**src/hdl/aqz_pkg.sv**
```systemverilog
`timescale 1ns / 1ps
// ----------------------------------------------------------------------------
// aqz_pkg
// Shared widths and constants for the air quality z-score scorer.
// ----------------------------------------------------------------------------
package aqz_pkg;

  localparam int unsigned GAS_W   = 24;
  localparam int unsigned HUM_W   = 17;
  localparam int unsigned GAIN_W  = 16;
  localparam int unsigned Q_W     = 24;
  localparam int unsigned LOG_W   = 21;  // log2 in Q16: 5 integer bits, 16 fraction bits
  localparam int unsigned DIVN_W  = 48;  // dividend width of the shared divider
  localparam int unsigned DIVD_W  = 32;  // divisor width of the shared divider
  localparam int unsigned SSQ_W   = 48;
  localparam int unsigned SD_W    = 24;
  localparam int unsigned SCORE_W = 10;

  localparam logic [31:0]      LN2_Q32  = 32'd2977044472;
  localparam logic [Q_W-1:0]   Q_MAX    = 24'd8388607;
  localparam logic [SSQ_W-1:0] SSQ_MAX  = {SSQ_W{1'b1}};
  localparam logic [GAIN_W-1:0] GAIN_RST = 16'd2621;

endpackage

```
**src/hdl/aqz_log_unit.sv**
```systemverilog
`timescale 1ns / 1ps
// ----------------------------------------------------------------------------
// aqz_log_unit
// Iterative base-two logarithm in Q16, one squaring per fraction bit.
// ----------------------------------------------------------------------------
module aqz_log_unit
  import aqz_pkg::*;
(
  input  logic             clk,
  input  logic             rst,
  input  logic             start,
  input  logic [GAS_W-1:0] r,
  output logic             done,
  output logic [LOG_W-1:0] log2_q16
);

  logic        busy;
  logic [3:0]  iter;
  logic [4:0]  expo;
  logic [31:0] x;
  logic [15:0] frac;
  logic [4:0]  expo_next;
  logic [31:0] x_init;
  logic [63:0] sq;
  logic [31:0] y;

  // Index of the top set bit of the resistance.
  always_comb begin
    expo_next = '0;
    for (int i = 1; i < GAS_W; i++) begin
      if (r[i]) begin
        expo_next = 5'(i);
      end
    end
    x_init = 32'(r) << (5'd30 - expo_next);
  end

  assign sq = 64'(x) * 64'(x);
  assign y  = sq[61:30];

  always_ff @(posedge clk) begin
    if (rst) begin
      busy <= 1'b0;
      done <= 1'b0;
      iter <= '0;
    end else begin
      done <= 1'b0;
      if (start) begin
        busy <= 1'b1;
        iter <= '0;
        expo <= expo_next;
        x    <= x_init;
        frac <= '0;
      end else if (busy) begin
        if (y[31]) begin
          x    <= y >> 1;
          frac <= {frac[14:0], 1'b1};
        end else begin
          x    <= y;
          frac <= {frac[14:0], 1'b0};
        end
        iter <= iter + 4'd1;
        if (iter == 4'd15) begin
          busy <= 1'b0;
          done <= 1'b1;
        end
      end
    end
  end

  assign log2_q16 = {expo, frac};

endmodule

```
**config.mk**
```make
export PLATFORM = sky130hd
export DESIGN_NAME = aqz_log_unit
export DESIGN_NICKNAME = d
export VERILOG_FILES = /design/src/hdl/aqz_pkg.sv /design/src/hdl/aqz_log_unit.sv
export SDC_FILE = /design/constraint.sdc
export NUM_CORES = 2
export LEC_CHECK = 0
export ABC_AREA = 1
export BUFFER_PORTS_ARGS = -buffer_cell sky130_fd_sc_hd__buf_2
export CORE_MARGIN = 4
export CORE_UTILIZATION = 55
export DETAILED_ROUTE_END_ITERATION = 7
export PLACE_DENSITY = 0.76
export SLEW_MARGIN = 10
export SYNTH_ARGS = -nofsm -noshare
export SYNTH_HDL_FRONTEND = slang
export SYNTH_SLANG_ARGS = --single-unit
```
**constraint.sdc**
```tcl
create_clock -name clk -period 10.2 [get_ports clk]
set_input_delay 2.04 -clock clk [delete_from_list [all_inputs] [get_ports clk]]
set_output_delay 2.04 -clock clk [all_outputs]
set_load 0.1 [all_outputs]
```
==> impl_metrics.toml <==
[outcome]
status = "completed"

[setup_path]
path_common_cell = "fa_1"
reg2reg_from = "x[15]$_DFFE_PP_"
rr_worst_depth = 31
worstPathRequired_ns = 10.29
cp.arrival_ns = 8.94
max_stage_delay_ns = 1.21
crit_start = "x[15]$_DFFE_PP_"
reg2reg_slack_ns = 1.36
start_kind = "register"
cp_max_fo = 22
reg2reg_to = "x[25]$_DFFE_PP_"
slowest_stage = "edfxtp_1"
path_class = "reg2reg"
endpoint = "x[25]$_DFFE_PP_"
endpoint_kind = "register"

[clocking]
cts_buffer_depth = 2
cts_resized = 0
htreeDepth = 3
cts_tree = "done"
path_clk_slew_ns = 0.05
cts_buffers = 9
cts_hold_buf = 0
clk-insertion-delay-late_ns = 0.34
cts_root_buf = "clkbuf_16"
post_cts_buffers = 0
cts.sinks = 59

[routing]
via_per_inst = 5.25
ant_nets = 0
drt-initial-drc-count = 1764
routed-via-count = 25100
remaining_drc_errors = 0
drtPass1Iterations = 6
wl_um = 82600
wl_per_cell_um = 17.3

[global_route]
grt_max_degree = 49
grt_overflow_total = 0
grt_pass1_vias = 27000
globalRouteTotalUtil_pct = 26.9
antenna_found_initial = 0
grt_pass1_wl_um = 138000

[logic_synthesis]
synth_xor_area_share_pct = 1.94
synth_top_family_by_area = "adder cells"
yosys.cell_types.count = 55
netlist_instances = 4021
synth-compound-area-share_pct = 4.63
muxShareOfSynthArea_pct = 0
synth_area_per_cell_um2 = 8.31
synth-seq-area-share_pct = 5.12
synth-seq-cells = 59
synth-simple-area-share_pct = 13.7
yosys_warnings = 0
synth_flop_cell = "edfxtp_1"
synth_nets = 5126
synth-edff-count = 53
netlist_area_um2 = 33400
async_flop_share_pct = 0
synth-adder-area-share_pct = 58.2

[floorplanning]
coreArea_um2 = 60200
num_rows = 90
fp.dieH_um = 254
dieArea_um2 = 64700
die_w_um = 254
start_util_pct = 55.4
io_pins = 49

[sta]
slew-limit-headroom_pct = 10.8
setup_violations = 0
fin_crit_ns = 8.84
hold_viol = 0
maxSlewViolCount = 0
post-route-period-util_pct = 86.7
fmax_ghz = 0.113
finClkSkew_ns = 0.00893
fin_tns_setup_ns = 0
worst_pin_slew_ns = 1.34
grt_setup_unrepaired = "no"

[cells_and_area]
final_common_cell = "inv_1"
drive_gt1_share_pct = 3.90
final_cells = 4782
syn2layout_area_growth_pct = 3.98
insertedDiodeCount = 0
most-common-layout-cells = "1305 x inv_1, 793 x fa_1, 758 x nand2_1"
nNetsFinal = 5100
multi_input_area_um2 = 26200
seq_area_um2 = 1710
fillers = 5310

[hold_path]
hp-class = "reg2reg"
min_delay_path_depth = 2

[place]
portBuffers = 48
dp_cells = 4766
place_congestion = 0.972
dp_hpwl_um = 68900

[job]
drv_cap = 0
-- through the flow --
stage	cell area [um2]	hold WS, ns	worst slack (ns)	utilization, %
floorplan	33400	0.465	2.72	-
global placement	34400	0.496	1.60	57.2
detailed placement	34400	0.505	1.51	57.2
CTS	34700	0.513	1.47	57.6
global route	34700	0.539	1.00	57.6
finish	34700	0.516	1.36	57.6
-- cells by family after synthesis --
kind of cell	count (synthesis)
AO/OA/AOI/OAI	257
XOR/XNOR	74
adder cells (fa/ha/maj)	1078
flip-flops	59
buffers and inverters	1445
AND/OR/NAND/NOR	1108
-- state kept, by name, indices dropped and copies added, names as in the netlist --
signal,flops
iter,4
x,32
busy,1
frac,16
done,1
expo,5
-- layout make-up --
type	count	share of cell area [%]
Timing Repair Buffer	95	1.71
Clock inverter	7	0.198
Clock buffer	9	0.649
Sequential cell	59	4.93
Inverter	1313	14.2
Tap cell	782	2.82
Multi-Input combinational cell	2517	75.5
-- routing by layer --
layer  routed length, um  track usage (%)  part of all wire (%)  up-vias
met2               40900             46.9                    50      901
met3                5500             3.78                   6.7      220
met1               32500             34.9                    39    12500
met5                   0                0                     0        -
met4                3700             9.15                   4.5        0
li1                    -                -                     -    11500
-- synth_stat cells (9+ instances only) --
| library cell | number | area [um2] |
|---|---|---|
| a21oi_1 | 105 | 526 |
| inv_1 | 1305 | 4900 |
| a21o_1 | 9 | 67.6 |
| nand2_1 | 758 | 2850 |
| a31oi_1 | 20 | 125 |
| edfxtp_1 | 53 | 1590 |
| nor2_1 | 125 | 469 |
| buf_2 | 12 | 60.1 |
| nand3_1 | 164 | 821 |
| fa_1 | 793 | 15900 |
| xnor2_1 | 30 | 263 |
| o21ai_0 | 45 | 225 |
| clkbuf_1 | 100 | 375 |
| nor3_1 | 14 | 70.1 |
| xor2_1 | 44 | 385 |
| ha_1 | 285 | 3570 |
| o21bai_1 | 14 | 105 |
| buf_1 | 11 | 41.3 |
| o211ai_1 | 11 | 82.6 |
-- worst min path at each step --
stage	startpoint	endpoint	slack [ns]
2_1_floorplan	iter[1]$_SDFFE_PP0P_	iter[1]$_SDFFE_PP0P_	0.47
3_3_place_gp	iter[1]$_SDFFE_PP0P_	iter[1]$_SDFFE_PP0P_	0.50
3_5_place_dp	iter[1]$_SDFFE_PP0P_	iter[1]$_SDFFE_PP0P_	0.51
5_1_grt	iter[1]$_SDFFE_PP0P_	iter[1]$_SDFFE_PP0P_	0.54
4_1_cts	iter[1]$_SDFFE_PP0P_	iter[1]$_SDFFE_PP0P_	0.51
6_report	iter[1]$_SDFFE_PP0P_	iter[1]$_SDFFE_PP0P_	0.52
-- critical path: cells and delay by family, from the launching register on --
| family | cells | cell delay (ns) |
|---|---|---|
| adders and majority gates | 9 | 4.39 |
| AOI/OAI and AO/OA | 8 | 1.23 |
| DFF | 1 | 1.21 |
| buffers and inverters | 8 | 0.95 |
| and+or+nand+nor | 6 | 0.80 |
Power is left out: the tool's default activity adds up to more than one toggle a clock period on the data nets, which glitch-free logic cannot reach.
