### config.mk
export PLATFORM = sky130hd
export DESIGN_NAME = aqz_div_unit
export DESIGN_NICKNAME = d
export VERILOG_FILES = /design/src/hdl/aqz_pkg.sv /design/src/hdl/aqz_div_unit.sv
export SDC_FILE = /design/constraint.sdc
export NUM_CORES = 1
export LEC_CHECK = 0
export BUFFER_PORTS_ARGS = -buffer_cell sky130_fd_sc_hd__buf_2
export CAP_MARGIN = 25
export CELL_PAD_IN_SITES_DETAIL_PLACEMENT = 0
export CELL_PAD_IN_SITES_GLOBAL_PLACEMENT = 1
export CORE_MARGIN = 3
export CORE_UTILIZATION = 47
export CTS_BUF_LIST = sky130_fd_sc_hd__clkbuf_8
export DETAILED_ROUTE_END_ITERATION = 7
export PLACE_DENSITY_LB_ADDON = 0.1
export SLEW_MARGIN = 15
export SYNTH_ARGS = -nofsm -noshare
export SYNTH_HDL_FRONTEND = slang
export SYNTH_SLANG_ARGS = --single-unit
export TNS_END_PERCENT = 10
### constraint.sdc
create_clock -name clk -period 9.01 [get_ports clk]
set_clock_uncertainty 0.15 [all_clocks]
set_input_delay 1.802 -clock clk [delete_from_list [all_inputs] [get_ports clk]]
set_output_delay 1.802 -clock clk [all_outputs]
set_load 0.005 [all_outputs]
### src/hdl/aqz_pkg.sv
`timescale 1ns / 1ps
// ----------------------------------------------------------------------------
// aqz_pkg
// Shared widths and constants for the air quality z-score scorer.
// ----------------------------------------------------------------------------
package aqz_pkg;

  localparam int unsigned GAS_W   = 24;
  localparam int unsigned HUM_W   = 17;
  localparam int unsigned GAIN_W  = 16;
  localparam int unsigned Q_W     = 24;
  localparam int unsigned LOG_W   = 21;  // log2 in Q16: 5 integer bits, 16 fraction bits
  localparam int unsigned DIVN_W  = 48;  // dividend width of the shared divider
  localparam int unsigned DIVD_W  = 32;  // divisor width of the shared divider
  localparam int unsigned SSQ_W   = 48;
  localparam int unsigned SD_W    = 24;
  localparam int unsigned SCORE_W = 10;

  localparam logic [31:0]      LN2_Q32  = 32'd2977044472;
  localparam logic [Q_W-1:0]   Q_MAX    = 24'd8388607;
  localparam logic [SSQ_W-1:0] SSQ_MAX  = {SSQ_W{1'b1}};
  localparam logic [GAIN_W-1:0] GAIN_RST = 16'd2621;

endpackage

### src/hdl/aqz_div_unit.sv
`timescale 1ns / 1ps
// ----------------------------------------------------------------------------
// aqz_div_unit
// Shared unsigned restoring divider, one quotient bit per cycle.
// ----------------------------------------------------------------------------
module aqz_div_unit
  import aqz_pkg::*;
(
  input  logic              clk,
  input  logic              rst,
  input  logic              start,
  input  logic [DIVN_W-1:0] dividend,
  input  logic [DIVD_W-1:0] divisor,
  output logic              done,
  output logic [DIVN_W-1:0] quot,
  output logic [DIVD_W-1:0] rem
);

  logic              busy;
  logic [5:0]        iter;
  logic [DIVD_W-1:0] den;
  logic [DIVD_W:0]   trial;

  assign trial = {rem, quot[DIVN_W-1]};

  always_ff @(posedge clk) begin
    if (rst) begin
      busy <= 1'b0;
      done <= 1'b0;
      iter <= '0;
    end else begin
      done <= 1'b0;
      if (start) begin
        busy <= 1'b1;
        iter <= '0;
        quot <= dividend;
        rem  <= '0;
        den  <= divisor;
      end else if (busy) begin
        if (trial >= {1'b0, den}) begin
          rem  <= DIVD_W'(trial - {1'b0, den});
          quot <= {quot[DIVN_W-2:0], 1'b1};
        end else begin
          rem  <= trial[DIVD_W-1:0];
          quot <= {quot[DIVN_W-2:0], 1'b0};
        end
        iter <= iter + 6'd1;
        if (iter == 6'(DIVN_W - 1)) begin
          busy <= 1'b0;
          done <= 1'b1;
        end
      end
    end
  end

endmodule

==> out/results.ini, run 1 <==
[run_status]
status = complete, no violations

[setup_path]
r2r_setup_slack_ns = 5.34
slowest_delay_ns = 0.70
start_kind = input pin
reg2regPathDepth = 11
worstPathRequired_ns = 8.92
worst_setup_path_end_kind = flip-flop
cp_slowest_cell = buf_4
r2r_start = rem[3]
crit_path_end = quot[15]
crit_path_max_fanout = 58
regToRegEndpoint = rem[27]
arrival_ns = 3.73
path_cells = buf_2 -> nor2_1 -> nor2_4 -> buf_4
startpoint = start
critPathKind = in2reg

[timing]
slew-limit-headroom_pct = 50.8
finalCritPeriodShare_pct = 42.4
fin_crit_ns = 3.82
setup_tns_ns = 0
slew_viol_final = 0
rsz0062_at_grt = false
finalSetupViolCount = 0
worst_pin_slew_ns = 0.736
fmax_mhz = 262
final_hold_viol_count = 0

[die]
die_x_um = 124
initial_core_util_pct = 48.9
ioPinCount = 164
die_area_um2 = 15500
core_um2 = 13500
rows = 42
die_y_um = 124

[synthesis]
netlist_area_um2 = 6580
yosysUniqueCellTypes = 60
syn_area_per_cell_um2 = 12.3
synth_flop_cell = edfxtp_1
synthesis.nets = 653
synth_cells = 536
synth-seq-area-share_pct = 53.6
ys_ff_latch = 120
synth_area_leaders = edfxtp_1 (51%), mux2_2 (8.0%), ha_1 (6.3%)
synthArstFlopShare_pct = 0
synth.top_cell.area_share_pct = 51.1
synth_edf_count = 112
synth_warnings = 0
synth_top_area_cell = edfxtp_1

[grt]
grt_first_pass_wirelength_mm = 23.9
overflow = 0
grt.total_usage_pct = 19.4
grt_antenna_before_repair = 0
grt_pass1_vias = 4867
grt_max_degree = 59

[final_layout]
layout_commonest_cell = buf_2
mostFrequentLayoutCells = buf_2 (163), edfxtp_1 (112), mux2_2 (47)
fin_util_pct = 59.3
antenna_cells = 0
drive_gt1_share_pct = 37.0
n_fill_cell = 1170
instances_no_fill = 890
syn2layout_area_growth_pct = 21.2
final_nets = 818

[placement]
dpl.hpwl_mm = 10.8
dp_cells = 858
portBuffers = 163
gp_congestion = 0.820

[clocking]
cts_tree = built
post_cts_resized = 0
cts_buffer_depth = 2
clk_pin_slew_ns = 0.07
cts.sinks = 120
cts_max_level = 4
post-cts-setup-buffers = 0
postCtsHoldBufs = 0
insertion_delay_ns = 0.44
tritoncts.num_buffers = 17
cts_root_buffer = clkbuf_8

[drt]
routed_via_density = 5.28
totalWireLength_mm = 14.9
dr.first_iter.drc_count = 268
vias = 4696
drt_pass1_iterations = 5
antenna_left = 0
drc = 0
wire_per_inst_um = 16.8

[power_and_ir_drop]
power.density_nw_per_um2 = 198
leakagePower_nw = 3.47
peakVddDrop_uv = 124

[run]
maxCapViolations = 0

[min_path]
min_path_type = reg2reg

==> per-stage QoR <==
step / cell area (µm²) / power, mW / hold WS [ns] / worst slack (ns)
after global placement: 7540 / 1.06 / 0.319 / 4.71
after floorplan: 6580 / 0.967 / 0.308 / 2.58
final: 7980 / 1.58 / 0.346 / 5.19
after global routing: 7980 / 1.67 / 0.365 / 5.02
after detailed placement: 7540 / 1.07 / 0.336 / 4.68
after CTS: 7980 / 1.60 / 0.346 / 5.17
==> power breakdown <==
group	internal, mW	switching, mW
logic	0.167	0.196
registers	0.666	0.0255
clock network	0.302	0.227
==> metal layers <==
metal	routed length, µm	vias to the layer above	track usage, %
met5	0	-	0
met4	255	0	6.51
met3	1220	22	8.10
met2	7190	151	31.9
met1	6280	2218	23.1
li1	-	2305	-
==> flip-flops by register name, summed over array words and instances (netlist names) <==
register / count
done: 1
den: 32
iter: 6
busy: 1
quot: 48
rem: 32
==> worst min-delay path by stage <==
| stage | from | end | slack [ns] | cells past startpoint |
|---|---|---|---|---|
| 5_1_grt | iter[5] | iter[5] | 0.36 | 2 |
| 3_5_place_dp | iter[5] | iter[5] | 0.34 | 2 |
| 3_3_place_gp | iter[5] | iter[5] | 0.32 | 2 |
| 4_1_cts | iter[5] | iter[5] | 0.35 | 2 |
| 2_1_floorplan | iter[5] | iter[5] | 0.31 | 2 |
| 6_report | iter[5] | iter[5] | 0.35 | 2 |
==> final cells by class <==
| type | instances | area, µm² | area share, % |
|---|---|---|---|
| flip-flops and latches | 120 | 3520 | 44.2 |
| clock buffers | 17 | 234 | 2.93 |
| repair buffers | 167 | 846 | 10.6 |
| well taps | 176 | 220 | 2.76 |
| multi-input cells | 355 | 2800 | 35.1 |
| clock inverters | 15 | 200 | 2.51 |
| inverters | 40 | 150 | 1.88 |
==> worst max-delay path: cells and delay by family <==
kind	cells	cell delay (ns)
buf+inv	2	1.13
simple gates	2	0.73
==> synth_stat cells (2+ instances only) <==
| cell | instances |
|---|---|
| a211oi_1 | 4 |
| a211oi_2 | 5 |
| a21o_1 | 20 |
| a21oi_1 | 26 |
| a221o_1 | 3 |
| a31oi_1 | 2 |
| and2_1 | 4 |
| and3_1 | 2 |
| buf_2 | 3 |
| buf_6 | 4 |
| clkbuf_1 | 14 |
| dfxtp_1 | 8 |
| edfxtp_1 | 112 |
| ha_1 | 33 |
| inv_1 | 40 |
| mux2_2 | 47 |
| mux2i_1 | 22 |
| nand2_1 | 27 |
| nand3_1 | 11 |
| nand4_1 | 7 |
| nor2_1 | 48 |
| nor2b_1 | 7 |
| nor3_1 | 2 |
| o211a_1 | 3 |
| o21a_1 | 4 |
| o21ai_0 | 10 |
| o21ai_1 | 2 |
| o21bai_1 | 4 |
| o221ai_1 | 2 |
| o22ai_1 | 3 |
| xnor2_1 | 19 |
| xor2_1 | 10 |
==> logic make-up after synthesis <==
group / share of synthesized area, %
compound gates: 12.3
xor+xnor: 3.86
fa+ha+maj: 6.58
buf+inv: 3.99
flops: 53.6
mux: 11.6
simple gates: 8.12
Note: power is estimated with default switching activity, not from simulation.
==> run 2, diff against run 1 <==
CORE_UTILIZATION = 44   (was 47)
clock period = 3.95 ns   (was 9.01 ns; I/O delays follow)
==> out/results.ini, run 2 (synthesized netlist as in run 1, its figures left out) <==
[setup_path]
r2r_start = quot[47]
arrival_ns = 3.36  ; -0.37 ns
cp_slowest_cell = fa_1
start_kind = flip-flop
reg2regPathDepth = 12  ; +1
crit_path_max_fanout = 3  ; -95%
critPathKind = reg2reg
cp_top_family = compound AO/OA/AOI/OAI gates
slowest_delay_ns = 0.42  ; -0.28 ns
r2r_setup_slack_ns = 0.63  ; -4.71 ns
path_cells = inv_1 -> ha_1 -> fa_1 -> nor2b_1 -> o21bai_1 -> a21boi_2 -> o21ai_1 -> a31o_2 -> a211oi_1 -> o21ai_0 -> a21o_1 -> a41o_1
regToRegEndpoint = rem[30]
worst_setup_path_end_kind = flip-flop
cp_num_buf_inv = 1  ; -1
worstPathRequired_ns = 3.99  ; -4.93 ns

[power_and_ir_drop]
power.density_nw_per_um2 = 447  ; +130%
peakVddDrop_uv = 297  ; +140%
leakagePower_nw = 3.48  ; +0.24%

[run]
maxCapViolations = 0  ; unchanged

[clocking]
tritoncts.num_buffers = 17  ; unchanged
clk_pin_slew_ns = 0.08  ; about the same
cts_buffer_depth = 2  ; unchanged
cts_max_level = 4  ; unchanged
postCtsHoldBufs = 0  ; unchanged
post-cts-setup-buffers = 0  ; unchanged
cts_root_buffer = clkbuf_8
cts_tree = built
post_cts_resized = 0  ; unchanged
insertion_delay_ns = 0.44  ; about the same
cts.sinks = 120  ; unchanged

[drt]
drc = 0  ; unchanged
vias = 4769  ; +1.6%
dr.first_iter.drc_count = 249  ; -7.1%
drt_pass1_iterations = 4  ; -1
routed_via_density = 5.29  ; +0.20%
wire_per_inst_um = 17.0  ; +1.1%
totalWireLength_mm = 15.3  ; +2.5%
antenna_left = 0  ; unchanged

[final_layout]
antenna_cells = 0  ; unchanged
reg_top3 = quot: 48 flops, den: 32 flops, rem: 32 flops
largest_reg_flops = 48  ; unchanged
final_nets = 822  ; +0.49%
fin_area_um2 = 8000  ; +0.36%
layout_commonest_cell = buf_2
regMostFlops = quot
mostFrequentLayoutCells = buf_2 (163), edfxtp_1 (112), mux2_2 (47)
instances_no_fill = 902  ; +1.3%
drive_gt1_share_pct = 37.2  ; +0.21 points
syn2layout_area_growth_pct = 21.7

[die]
rows = 44  ; +4.8%
die_x_um = 128  ; +3.2%
die_y_um = 128  ; +3.2%
die_area_um2 = 16500  ; +6.5%
initial_core_util_pct = 45.1  ; -3.8 points
core_um2 = 14600  ; +8.4%
ioPinCount = 164  ; unchanged

[min_path]
min_from = iter[5]
min_path_type = reg2reg
hold_depth = 2  ; unchanged
hold_end = iter[5]

[timing]
fmax_mhz = 301
finalSetupViolCount = 0  ; unchanged
fin_crit_ns = 3.32
setup_ws_ns = 0.629  ; -4.56 ns
slew-limit-headroom_pct = 48.0  ; -2.9 points
finalCritPeriodShare_pct = 84.1
worst_pin_slew_ns = 0.781  ; +0.0446 ns
setup_tns_ns = 0  ; unchanged
slew_viol_final = 0  ; unchanged
final_hold_viol_count = 0  ; unchanged
hold_ws_ns = 0.354  ; +0.00846 ns
rsz0062_at_grt = false

[run_status]
status = complete, no violations

[placement]
portBuffers = 163  ; unchanged
dp_cells = 870  ; +1.4%
dpl.hpwl_mm = 11.4  ; +5.0%
placedInstanceArea_um2 = 7590  ; +0.70%
gp_congestion = 0.810  ; -1.2%
post-place-ws_ns = 0.661  ; -4.02 ns

[grt]
grt_antenna_before_repair = 1  ; +1
grt.total_usage_pct = 19.2  ; -0.19 points
grt_pass1_vias = 4965  ; +2.0%
grt_max_degree = 61  ; +3.4%
grt_first_pass_wirelength_mm = 24.9  ; +4.0%
overflow = 0  ; unchanged

## run 2: worst max-delay path by stage
| stage | from | to | slack [ns] | cells past startpoint |
|---|---|---|---|---|
| floorplan | start | quot[0] | 0.75 | 4 |
| global route | rem[15] | rem[20] | 0.28 | 11 |
| CTS | rem[3] | rem[27] | 0.61 | 11 |
| finish | quot[47] | rem[30] | 0.63 | 12 |
| detailed placement | quot[47] | rem[30] | 0.66 | 12 |
| global placement | quot[47] | rem[30] | 0.70 | 12 |
## run 2: worst register-to-register path: stages (launching register included)
cell and delay (ns):
edfxtp_1 0.36, inv_1 0.06, ha_1 0.23, fa_1 0.42, nor2b_1 0.19, o21bai_1 0.12
a21boi_2 0.24, o21ai_1 0.16, a31o_2 0.29, a211oi_1 0.28, o21ai_0 0.16, a21o_1 0.20
a41o_1 0.23
## run 2: area by class of cell
type / instances / area (µm²)
inverters: 40 / 150
flip-flops and latches: 120 / 3520
clock buffers: 17 / 234
multi-input cells: 355 / 2800
repair buffers: 171 / 888
fillers: 1287 / 6590
well taps: 184 / 230
clock inverters: 15 / 176
## run 2: per-layer routing
layer / vias up / GRT usage, % / routed length, µm
met2: 161 / 30.4 / 7210
li1: 2327 / - / -
met5: - / 0 / 7
met3: 10 / 8.21 / 1390
met4: 2 / 5.24 / 129
met1: 2269 / 24.2 / 6590
## run 2: stage by stage
stage | utilization [%] | total power, mW
CTS | 54.9 | 3.63
global placement | 52.0 | 2.44
detailed placement | 52.0 | 2.45
floorplan | - | 2.20
global route | 54.9 | 3.79
finish | 54.9 | 3.58
## run 2: power by group
| group | switching, mW | internal (mW) | total, mW |
|---|---|---|---|
| registers | 0.0544 | 1.52 | 1.57 |
| clock network | 0.540 | 0.624 | 1.16 |
| logic | 0.453 | 0.390 | 0.843 |
| total | 1.05 | 2.53 | 3.58 |
