$ cat src/hdl/aqz_pkg.sv
`timescale 1ns / 1ps
// ----------------------------------------------------------------------------
// aqz_pkg
// Shared widths and constants for the air quality z-score scorer.
// ----------------------------------------------------------------------------
package aqz_pkg;

  localparam int unsigned GAS_W   = 24;
  localparam int unsigned HUM_W   = 17;
  localparam int unsigned GAIN_W  = 16;
  localparam int unsigned Q_W     = 24;
  localparam int unsigned LOG_W   = 21;  // log2 in Q16: 5 integer bits, 16 fraction bits
  localparam int unsigned DIVN_W  = 48;  // dividend width of the shared divider
  localparam int unsigned DIVD_W  = 32;  // divisor width of the shared divider
  localparam int unsigned SSQ_W   = 48;
  localparam int unsigned SD_W    = 24;
  localparam int unsigned SCORE_W = 10;

  localparam logic [31:0]      LN2_Q32  = 32'd2977044472;
  localparam logic [Q_W-1:0]   Q_MAX    = 24'd8388607;
  localparam logic [SSQ_W-1:0] SSQ_MAX  = {SSQ_W{1'b1}};
  localparam logic [GAIN_W-1:0] GAIN_RST = 16'd2621;

endpackage

$ cat src/hdl/aqz_sqrt_unit.sv
`timescale 1ns / 1ps
// ----------------------------------------------------------------------------
// aqz_sqrt_unit
// Iterative integer square root of a 48-bit value, two bits per cycle.
// ----------------------------------------------------------------------------
module aqz_sqrt_unit
  import aqz_pkg::*;
(
  input  logic             clk,
  input  logic             rst,
  input  logic             start,
  input  logic [SSQ_W-1:0] value,
  output logic             done,
  output logic [SD_W-1:0]  root
);

  logic             busy;
  logic [4:0]       iter;
  logic [SSQ_W-1:0] v;
  logic [SSQ_W-1:0] res;
  logic [SSQ_W-1:0] bitv;
  logic [SSQ_W:0]   trial;

  assign trial = {1'b0, res} + {1'b0, bitv};

  always_ff @(posedge clk) begin
    if (rst) begin
      busy <= 1'b0;
      done <= 1'b0;
      iter <= '0;
    end else begin
      done <= 1'b0;
      if (start) begin
        busy <= 1'b1;
        iter <= '0;
        v    <= value;
        res  <= '0;
        bitv <= SSQ_W'(1) << (SSQ_W - 2);
      end else if (busy) begin
        if ({1'b0, v} >= trial) begin
          v   <= SSQ_W'({1'b0, v} - trial);
          res <= (res >> 1) + bitv;
        end else begin
          res <= res >> 1;
        end
        bitv <= bitv >> 2;
        iter <= iter + 5'd1;
        if (iter == 5'(SD_W - 1)) begin
          busy <= 1'b0;
          done <= 1'b1;
        end
      end
    end
  end

  assign root = res[SD_W-1:0];

endmodule

$ cat config.mk
export PLATFORM = sky130hd
export DESIGN_NAME = aqz_sqrt_unit
export DESIGN_NICKNAME = d
export VERILOG_FILES = /design/src/hdl/aqz_pkg.sv /design/src/hdl/aqz_sqrt_unit.sv
export SDC_FILE = /design/constraint.sdc
export NUM_CORES = 1
export LEC_CHECK = 0
export CAP_MARGIN = 25
export CORE_UTILIZATION = 25
export CTS_CLUSTER_DIAMETER = 30
export DETAILED_ROUTE_END_ITERATION = 12
export DONT_BUFFER_PORTS = 1
export PLACE_DENSITY = 0.51
export SLEW_MARGIN = 20
export SYNTH_ARGS = -nofsm -noshare
export SYNTH_HDL_FRONTEND = slang
export SYNTH_SLANG_ARGS = --single-unit
export TNS_END_PERCENT = 1
$ cat constraint.sdc
create_clock -name clk -period 6.4 [get_ports clk]
set_input_delay 0.96 -clock clk [delete_from_list [all_inputs] [get_ports clk]]
set_output_delay 0.96 -clock clk [all_outputs]
set_load 0.02 [all_outputs]
==> results.tsv, run 1 <==
stage	metric	value	unit
synthesis	Yosys top cell area share	31.67	%
synthesis	synth warn	0	
detailed_routing	number of nets with antenna violations after routing	0	
floorplanning	initial core utilization	25.57	%
setup_path	Setup crit end kind	register	
detailed_routing	number of iterations in the first detailed-routing pass	7	
min_path	worst min path class	reg2reg	
sta	final slew viol count	0	
synthesis	Post-Syn Area	0.01138	mm^2
clocking	H-tree depth	4	
setup_path	worst path required time	6510	ps
setup_path	R2R depth	20	
synthesis	flops & latches, synth	127	
clocking	clock tree buffer depth	2	
detailed_routing	drt drc	0	
cells_and_area	commonest non-fill, non-tap cell in the layout	nand2_1	
detailed_routing	Post-Route WL	32920	um
global_routing	global-route wire length before repair	51670	um
power	P_leak	0.004527	uW
cells_and_area	fraction of layout cells with a size suffix above 1	7.518	%
setup_path	reg-to-reg setup timing slack	470	ps
floorplanning	Die W	215.4	um
global_routing	number of global-route vias before repair	9291	
sta	pin slew with the least headroom to its limit	917.5	ps
cells_and_area	ANT cells	0	
power	Pwr Total	3807	uW
global_routing	grt ovf	0	
sta	RSZ-0062 raised after global routing	no	
sta	Tmin final	5934	ps
cells_and_area	# nets final	1415	
setup_path	RR Endpoint	v[17]	
detailed_routing	Via density	5.173	
clocking	Clock Latency Late Sink	440	ps
clocking	post-cts sizing count	0	
sta	Max Clock Freq	168.5	MHz
floorplanning	core area	0.04451	mm^2
setup_path	CP Launch Type	register	
status	outcome	finished clean	
clocking	CTS tree	yes	
setup_path	crit path to	v[17]	
global_routing	pin count of the biggest net entering global routing	179	
clocking	Worst-path clk slew	60	ps
sta	Final Hold Viols	0	
floorplanning	IO Count	76	
setup_path	Worst setup startpoint	res[2]	
clocking	post-CTS setup buffers	0	
synthesis	post-synthesis sequential area ratio	32.90	%
sta	crit share post-route	92.72	%
detailed_routing	First DRT Iteration DRCs	625	
setup_path	Crit Path Class	reg2reg	
placed_design	RePlAce Congestion	0.8588	
global_routing	antenna violations before repair	0	
clocking	Root Buffer	clkbuf_16	
synthesis	Mean Syn Cell Area	8.754	um^2
sta	endpoints failing setup	0	
clocking	hold-fix buffers at CTS	0	
setup_path	worst reg2reg startpoint	res[2]	
power	PwrDens	305.3	mW/mm^2
synthesis	Post-synth EDFFs	120	
detailed_routing	vias post-DR	9668	
detailed_routing	Routed WL per cell	17.62	um
synthesis	Synth Flop Type	edfxtp_1	
placed_design	Post-DP HPWL	24810	um
sta	setup TNS	0	ps
setup_path	Crit Path Max Fanout	48	
floorplanning	Die Area	0.04638	mm^2
flow_run	total of max-cap violations	0	
synthesis	synth unique cells	68	
synthesis	leading area contributor after synthesis	edfxtp_1	
setup_path	arrival time worst endpoint	6050	ps
clocking	Sink Count	127	
cells_and_area	area delta synth->final	9.566	%
synthesis	Async SR Flop Fraction	0	%
placed_design	IO Port Bufs	0	
global_routing	gr usage total	14.18	%
cells_and_area	fillers	4811	
cells_and_area	commonest non-fill, non-tap cells in the layout	139 x nand2_1, 120 x edfxtp_1, 118 x o21ai_0	
synthesis	syn_nets	1451	
synthesis	Synth area leaders	edfxtp_1 32%, ha_1 11%, o21ai_0 5.2%	
floorplanning	Die Y	215.4	um
sta	Rel. slew slack	38.19	%
floorplanning	Std-Cell Rows	77	
synthesis	Post-Syn Instances	1300	
power	peak supply drop	187.6	uV
clocking	Num CTS Buffers	17	
sta	skew final	9.512	ps
## power by group
part	internal, uW	switching [uW]
clock	563	425
sequential	1050	98.4
combinational	671	994
## layer usage
layer	GRT usage [%]	routed length, um	vias up
li1	-	-	4755
met1	18.87	15720	4640
met2	23.39	15390	246
met3	2.689	1408	27
met4	3.664	407	0
met5	0	0	-
## per-stage QoR
| step | cells | utilization (%) | hold slack, ps | area (um^2) | worst slack, ps |
|---|---|---|---|---|---|
| 5_1_grt | 1869 | 28.01 | 563.0 | 12470 | 79.53 |
| 4_1_cts | 1869 | 27.99 | 538.9 | 12460 | 378.6 |
| 2_1_floorplan | 1300 | - | 479.3 | 11380 | 83.36 |
| 3_3_place_gp | 1837 | 26.70 | 500.3 | 11890 | 540.6 |
| 3_5_place_dp | 1837 | 26.70 | 525.2 | 11890 | 406.4 |
| 6_report | 1869 | 28.01 | 536.6 | 12470 | 465.8 |
## synth_stat cells, types with 21 or more instances
master    number
a21oi_1       98
a31oi_1       48
inv_1         22
edfxtp_1     120
a21o_1        33
ha_1          99
o21ai_0      118
nand2b_1      21
nand4_1       29
nand3_1       24
nor2_1        99
a211oi_1      29
clkbuf_1      34
nand2_1      139
buf_4         26
nor2b_1       45
xnor2_1       56
xor2_1        63
## how the worst min path moves through the flow
| stage | from | endpoint | cells after the start |
|---|---|---|---|
| 6_report | iter[4] | iter[4] | 2 |
| 5_1_grt | iter[1] | iter[1] | 2 |
| 4_1_cts | iter[4] | iter[4] | 2 |
| 3_5_place_dp | iter[4] | iter[4] | 2 |
| 3_3_place_gp | iter[4] | iter[4] | 2 |
| 2_1_floorplan | iter[4] | iter[4] | 2 |
## critical path, stage by stage, from the launching register on
cell and delay (ps):
edfxtp_1 550, ha_1 400, a31o_2 240, a31oi_2 330, o21a_1 190, o21a_1 170
o21ai_0 140, a31o_2 310, xnor2_1 120, ha_1 450, nand2_1 120, o21bai_2 160
nand2b_1 130, a31oi_1 130, or4_4 480, o311a_4 390, nor3_4 310, o21a_2 380
nor2_1 120, nor2_4 110, buf_12 270
## registers in the layout, indices dropped and copies added (netlist names)
register  flops
bitv         24
busy          1
done          1
iter          5
res          48
v            48
## area by class of cell
cell class	count	area, um^2	area share, %
sequential	127	3744	30.03
clock buffer	21	503.0	4.034
multi-input combinational	1078	7167	57.48
tap	592	740.7	5.941
inverter	22	82.58	0.6623
timing repair buffer	18	160.2	1.284
clock inverter	11	71.32	0.5720
## cell families (layout without fill, tap and decap cells)
kind of cell | count (synthesis) | after routing | synth area share (%)
AND/OR/NAND/NOR | 430 | 430 | 18.39
buffers and inverters | 95 | 72 | 4.277
multiplexers | 12 | 12 | 1.133
AO/OA/AOI/OAI | 417 | 417 | 23.08
adder cells (fa/ha/maj) | 100 | 100 | 11.06
flip-flops | 127 | 127 | 32.90
XOR/XNOR | 119 | 119 | 9.159
Note: power is estimated with default switching activity, not from simulation.
==> run 2: changes to the inputs <==
--- a/config.mk
+++ b/config.mk
@@ -10,8 +10,7 @@
 export CTS_CLUSTER_DIAMETER = 30
 export DETAILED_ROUTE_END_ITERATION = 12
 export DONT_BUFFER_PORTS = 1
-export PLACE_DENSITY = 0.51
-export SLEW_MARGIN = 20
+export SKIP_LAST_GASP = 1
 export SYNTH_ARGS = -nofsm -noshare
 export SYNTH_HDL_FRONTEND = slang
 export SYNTH_SLANG_ARGS = --single-unit
==> run 2 against run 1 <==
Cell area is 0.63% lower. Total power down 1.8%. Die area unchanged. Fmax decreased by 3.0%. Setup slack got worse by 180 ps. Register-to-register slack worse by 180 ps. Critical path depth is the same. Via count grew 0.33%. Combinational power is essentially flat. Sequential share of layout area grew 0.19 points. Hold slack worse by 8.5 ps. Largest cell class unchanged.
==> results.tsv, run 2 (synthesis gave the netlist of run 1 again) <==
stage	metric	value	unit	change
status	outcome	finished clean		
cells_and_area	fillers	4786		-0.52%
setup_path	reg-to-reg setup timing slack	280	ps	-180 ps
floorplanning	initial core utilization	25.57	%	unchanged
global_routing	number of global-route vias before repair	9122		-1.8%
sta	crit share post-route	95.57	%	+2.9 points
global_routing	pin count of the biggest net entering global routing	179		unchanged
sta	skew final	11.06	ps	+1.553 ps
clocking	Worst-path clk slew	60	ps	about the same
detailed_routing	First DRT Iteration DRCs	745		+19%
floorplanning	IO Count	76		unchanged
floorplanning	core area	0.04451	mm^2	unchanged
floorplanning	Die W	215.4	um	unchanged
global_routing	global-route wire length before repair	50780	um	-1.7%
setup_path	Top Family by Delay on Critical Path	compound AO/OA/AOI/OAI gates		
setup_path	Crit Path Class	reg2reg		
setup_path	max incr delay on CP	580	ps	+30 ps
clocking	Sink Count	127		unchanged
clocking	CTS tree	yes		
clocking	Num CTS Buffers	17		unchanged
sta	Final Hold Viols	0		unchanged
placed_design	Post-DP HPWL	24070	um	-3.0%
placed_design	worst slack at placement	469.2	ps	+62.80 ps
setup_path	Crit Path Max Fanout	39		-19%
sta	Tmin final	6117	ps	+182.5 ps
power	peak supply drop	149.7	uV	-20%
floorplanning	Std-Cell Rows	77		unchanged
sta	Rel. slew slack	34.65	%	-3.5 points
floorplanning	Die Y	215.4	um	unchanged
setup_path	R2R depth	20		unchanged
global_routing	grt met2 use	22.63	%	-0.75 points
cells_and_area	Layout Cells excl Fill	1866		-0.16%
sta	smallest hold slack	528.1	ps	-8.534 ps
detailed_routing	number of iterations in the first detailed-routing pass	5		-2
placed_design	Placed Instances	1835		-0.11%
detailed_routing	Routed WL per cell	17.21	um	-2.3%
setup_path	Crit path buffers/inverters	2		+1
power	Pwr Total	3737	uW	-1.8%
sta	final slew viol count	0		unchanged
sta	pin slew with the least headroom to its limit	980.2	ps	+62.75 ps
floorplanning	Die Area	0.04638	mm^2	unchanged
detailed_routing	number of nets with antenna violations after routing	0		unchanged
cells_and_area	commonest non-fill, non-tap cells in the layout	139 x nand2_1, 120 x edfxtp_1, 118 x o21ai_0		
min_path	hold path start	iter[4]		
min_path	Hold Path Stages	2		unchanged
global_routing	grt ovf	0		unchanged
setup_path	Setup crit end kind	register		
setup_path	Worst setup startpoint	res[14]		
detailed_routing	Post-Route WL	32110	um	-2.5%
clocking	Root Buffer	clkbuf_16		
sta	setup TNS	0	ps	unchanged
power	PwrDens	301.7	mW/mm^2	-1.2%
detailed_routing	vias post-DR	9700		+0.33%
clocking	post-CTS setup buffers	0		unchanged
placed_design	IO Port Bufs	0		unchanged
clocking	H-tree depth	4		unchanged
setup_path	worst path required time	6610	ps	+100 ps
sta	Setup WS post-layout	283.3	ps	-182.5 ps
global_routing	grt met1 use	18.56	%	-0.31 points
global_routing	met3 GRT Util	2.350	%	-0.34 points
clocking	post-cts sizing count	0		unchanged
sta	Max Clock Freq	163.5	MHz	-3.0%
clocking	hold-fix buffers at CTS	0		unchanged
global_routing	gr usage total	13.84	%	-0.33 points
power	P_leak	0.004464	uW	-1.4%
cells_and_area	top flop regs	res: 48 flops, v: 48 flops, bitv: 24 flops		
setup_path	Cell Chain, Critical Path	ha_1, a2111oi_0, a211oi_1, nand3_1, o221ai_1, o21ai_1, nor2_1, o21ai_0, xor2_1, ha_1, and2_1, nand4_1, nor2b_1, nand4_1, o21ai_0, buf_4, o21a_2, buf_4, a21oi_1, a31o_2		
cells_and_area	commonest non-fill, non-tap cell in the layout	nand2_1		
detailed_routing	Via density	5.198		+0.49%
clocking	clock tree buffer depth	2		unchanged
min_path	worst min path class	reg2reg		
placed_design	RePlAce Congestion	0.8926		+3.9%
sta	RSZ-0062 raised after global routing	no		
setup_path	CP max stage cell	edfxtp_1		
global_routing	global routing's busiest layer	met2		
clocking	Clock Latency Late Sink	450	ps	about the same
setup_path	CP Launch Type	register		
flow_run	total of max-cap violations	0		unchanged
cells_and_area	fraction of layout cells with a size suffix above 1	6.750	%	-0.77 points
global_routing	antenna violations before repair	0		unchanged
setup_path	arrival time worst endpoint	6320	ps	+270 ps
sta	endpoints failing setup	0		unchanged
min_path	Endpoint, Worst Hold	iter[4]		
cells_and_area	area delta synth->final	8.873	%	
cells_and_area	ANT cells	0		unchanged
setup_path	worst reg2reg startpoint	res[14]		
setup_path	RR Endpoint	res[13]		
cells_and_area	# nets final	1413		-0.14%
detailed_routing	drt drc	0		unchanged
## run 2: final cells by class
class                      instances  area (um^2)  share of cell area, %
multi-input combinational       1078         7158                  57.78
clock inverter                    11        95.09                 0.7675
timing repair buffer              16        132.6                  1.070
sequential                       127         3744                  30.22
inverter                          22        82.58                 0.6665
tap                              592        740.7                  5.979
clock buffer                      20        436.7                  3.525
## run 2: metal layers
layer,routed length [um],up-vias
met5,0,-
met4,501,0
met3,1525,30
met2,15180,262
met1,14900,4641
li1,-,4767
## run 2: per-stage QoR
| step | area, um^2 | util (%) |
|---|---|---|
| after floorplan | 11380 | - |
| after global placement | 11860 | 26.64 |
| after detailed placement | 11860 | 26.64 |
| after CTS | 12390 | 27.83 |
| after global routing | 12390 | 27.83 |
| final | 12390 | 27.83 |
## run 2: power breakdown
part / total (uW) / switching, uW / internal, uW
clock network: 932 / 406 / 527
registers: 1160 / 103 / 1050
logic: 1650 / 985 / 661
total: 3740 / 1490 / 2240
## run 2: how the worst max path moves through the flow
stage                     endpoint  slack, ps  depth (start not counted)
final                      res[13]        280                         20
after global routing       res[13]         20                         20
after CTS                  res[13]        440                         20
after detailed placement   res[13]        470                         20
after global placement     res[13]        580                         20
after floorplan               v[0]         80                         22
## run 2: tightest hold or removal path: stages (launching register included)
cell and delay (ps):
dfxtp_1 350, xor2_1 80, nor2_1 70
==> run 3: changes to the inputs <==
--- a/config.mk
+++ b/config.mk
@@ -6,10 +6,11 @@
 export NUM_CORES = 1
 export LEC_CHECK = 0
 export CAP_MARGIN = 25
-export CORE_UTILIZATION = 25
+export CORE_UTILIZATION = 60
 export CTS_CLUSTER_DIAMETER = 30
 export DETAILED_ROUTE_END_ITERATION = 12
 export DONT_BUFFER_PORTS = 1
+export PLACE_DENSITY = 0.79
 export SKIP_LAST_GASP = 1
 export SYNTH_ARGS = -nofsm -noshare
 export SYNTH_HDL_FRONTEND = slang
==> run 3 against run 2 <==
Non-clock buffer count shrank 9. Cell area fell by 3.6%. Register-to-register slack improved by 260 ps. Routed wire length down 12%. Global-route usage rose by 15 points. Clock skew down 1.0 ps. Die area shrank 58%. Clock power increased by 7%. Cell count is 20% lower. Total power increased by 1.0%.
==> results.tsv, run 3 (synthesis gave the netlist of run 1 again) <==
stage	metric	value	unit	change
status	outcome	finished clean		
sta	Max Clock Freq	170.7	MHz	+4.4%
cells_and_area	fillers	1541		-68%
sta	Final Hold Viols	0		unchanged
placed_design	RePlAce Congestion	0.9554		+7.0%
sta	Setup WS post-layout	542.9	ps	+259.6 ps
global_routing	global-route wire length before repair	44830	um	-12%
power	peak supply drop	216.9	uV	+45%
cells_and_area	area delta synth->final	4.981	%	
clocking	Num CTS Buffers	17		unchanged
setup_path	CP max stage cell	edfxtp_1		
global_routing	gr usage total	28.83	%	+15 points
power	Pwr Total	3776	uW	+1.0%
clocking	clock tree buffer depth	2		unchanged
clocking	Clock Latency Late Sink	430	ps	-20 ps
cells_and_area	ANT cells	0		unchanged
placed_design	Post-DP HPWL	20510	um	-15%
sta	RSZ-0062 raised after global routing	no		
power	P_leak	0.004468	uW	+0.10%
power	PwrDens	316.0	mW/mm^2	+4.8%
floorplanning	Die Area	0.01952	mm^2	-58%
floorplanning	initial core utilization	62.29	%	+37 points
sta	skew final	10.02	ps	-1.043 ps
detailed_routing	Post-Route WL	28200	um	-12%
clocking	hold-fix buffers at CTS	0		unchanged
setup_path	worst path required time	6590	ps	-20 ps
setup_path	Crit Path Class	reg2reg		
sta	Rel. slew slack	37.54	%	+2.9 points
detailed_routing	Routed WL per cell	18.86	um	+9.6%
sta	endpoints failing setup	0		unchanged
global_routing	grt ovf	0		unchanged
detailed_routing	number of nets with antenna violations after routing	0		unchanged
clocking	post-CTS setup buffers	0		unchanged
detailed_routing	Via density	6.488		+25%
min_path	Hold Path Stages	2		unchanged
clocking	post-cts sizing count	0		unchanged
detailed_routing	number of iterations in the first detailed-routing pass	7		+2
global_routing	antenna violations before repair	1		+1
global_routing	number of global-route vias before repair	9072		-0.55%
cells_and_area	fraction of layout cells with a size suffix above 1	6.319	%	-0.43 points
setup_path	RR Endpoint	res[25]		
detailed_routing	vias post-DR	9700		unchanged
sta	crit share post-route	91.52	%	-4.1 points
placed_design	IO Port Bufs	0		unchanged
floorplanning	Die Y	139.7	um	-35%
sta	pin slew with the least headroom to its limit	937.0	ps	-43.27 ps
setup_path	max incr delay on CP	560	ps	-20 ps
sta	setup TNS	0	ps	unchanged
clocking	CTS tree	yes		
global_routing	pin count of the biggest net entering global routing	179		unchanged
flow_run	total of max-cap violations	0		unchanged
setup_path	arrival time worst endpoint	6040	ps	-280 ps
cells_and_area	top flop regs	res: 48 flops, v: 48 flops, bitv: 24 flops		
setup_path	reg-to-reg setup timing slack	540	ps	+260 ps
setup_path	Setup crit end kind	register		
clocking	Worst-path clk slew	60	ps	about the same
clocking	H-tree depth	4		unchanged
min_path	hold path start	iter[1]		
floorplanning	Std-Cell Rows	49		-36%
cells_and_area	# nets final	1404		-0.64%
setup_path	R2R depth	19		-5.0%
placed_design	worst slack at placement	657.1	ps	+187.9 ps
clocking	Root Buffer	clkbuf_16		
detailed_routing	First DRT Iteration DRCs	874		+17%
setup_path	worst reg2reg startpoint	res[2]		
setup_path	Cell Chain, Critical Path	ha_1, a31o_2, a31oi_1, o21a_1, o21a_1, o21ai_0, a31o_2, xnor2_1, ha_1, nand2_1, o21bai_2, nand2b_1, a31oi_1, or4_4, o311a_4, nor3_4, o21ai_2, a21oi_1, mux2_2		
floorplanning	Die W	139.7	um	-35%
detailed_routing	drt drc	0		unchanged
min_path	worst min path class	reg2reg		
sta	final slew viol count	0		unchanged
setup_path	Crit Path Max Fanout	20		-49%
setup_path	CP Launch Type	register		
cells_and_area	commonest non-fill, non-tap cell in the layout	nand2_1		
floorplanning	core area	0.01827	mm^2	-59%
floorplanning	IO Count	76		unchanged
min_path	Endpoint, Worst Hold	iter[1]		
cells_and_area	commonest non-fill, non-tap cells in the layout	139 x nand2_1, 120 x edfxtp_1, 118 x o21ai_0		
sta	Tmin final	5857	ps	-259.6 ps
clocking	Sink Count	127		unchanged
==> run 3: cell types whose count changed in the layout (fill, tap and decap cells not counted), sizes merged <==
cell,change
buf,-9
bufinv,+2
clkinvlp,-2
clkbuf,+1
clkinv,-1
inv,+1
==> run 3: worst max path at each step <==
stage,start,endpoint,slack [ps]
after floorplan,res[2],v[0],80
after global placement,res[2],res[25],810
after detailed placement,res[2],res[25],660
after CTS,res[2],res[25],620
after global routing,res[2],res[25],210
final,res[2],res[25],540
==> run 3: power breakdown <==
part	total, uW	switching, uW	internal (uW)
clock network	1000	374	630
logic	1610	955	652
registers	1170	110	1060
==> run 3: cell type report <==
type	count	area (um^2)	share of cell area (%)
clock buffers	21	460.4	3.854
clock inverters	11	137.6	1.152
repair buffers	7	77.57	0.6493
flip-flops and latches	127	3744	31.34
inverters	22	82.58	0.6912
multi-input cells	1078	7158	59.92
well taps	229	286.5	2.398
==> run 3: through the flow <==
step	utilization [%]	cell area [um^2]	instances	hold WS, ps
floorplan	-	11380	1300	479.3
global placement	62.11	11350	1463	502.9
detailed placement	62.11	11350	1463	512.9
CTS	65.39	11950	1495	531.2
global route	65.39	11950	1495	567.0
finish	65.39	11950	1495	525.5
==> run 3: metal layers <==
metal  GRT usage [%]  part of all wire (%)
met1           35.54                    42
met2           48.87                    48
met3           5.609                   6.6
met4           12.84                   3.4
met5               0                 0.032
==> run 3: critical path: cells and delay by family, from the launching register on <==
kind,cells,cell delay [ps]
flops,1,560
xor+xnor,1,130
mux,1,350
fa+ha+maj,2,860
compound gates,11,2640
simple gates,4,1070
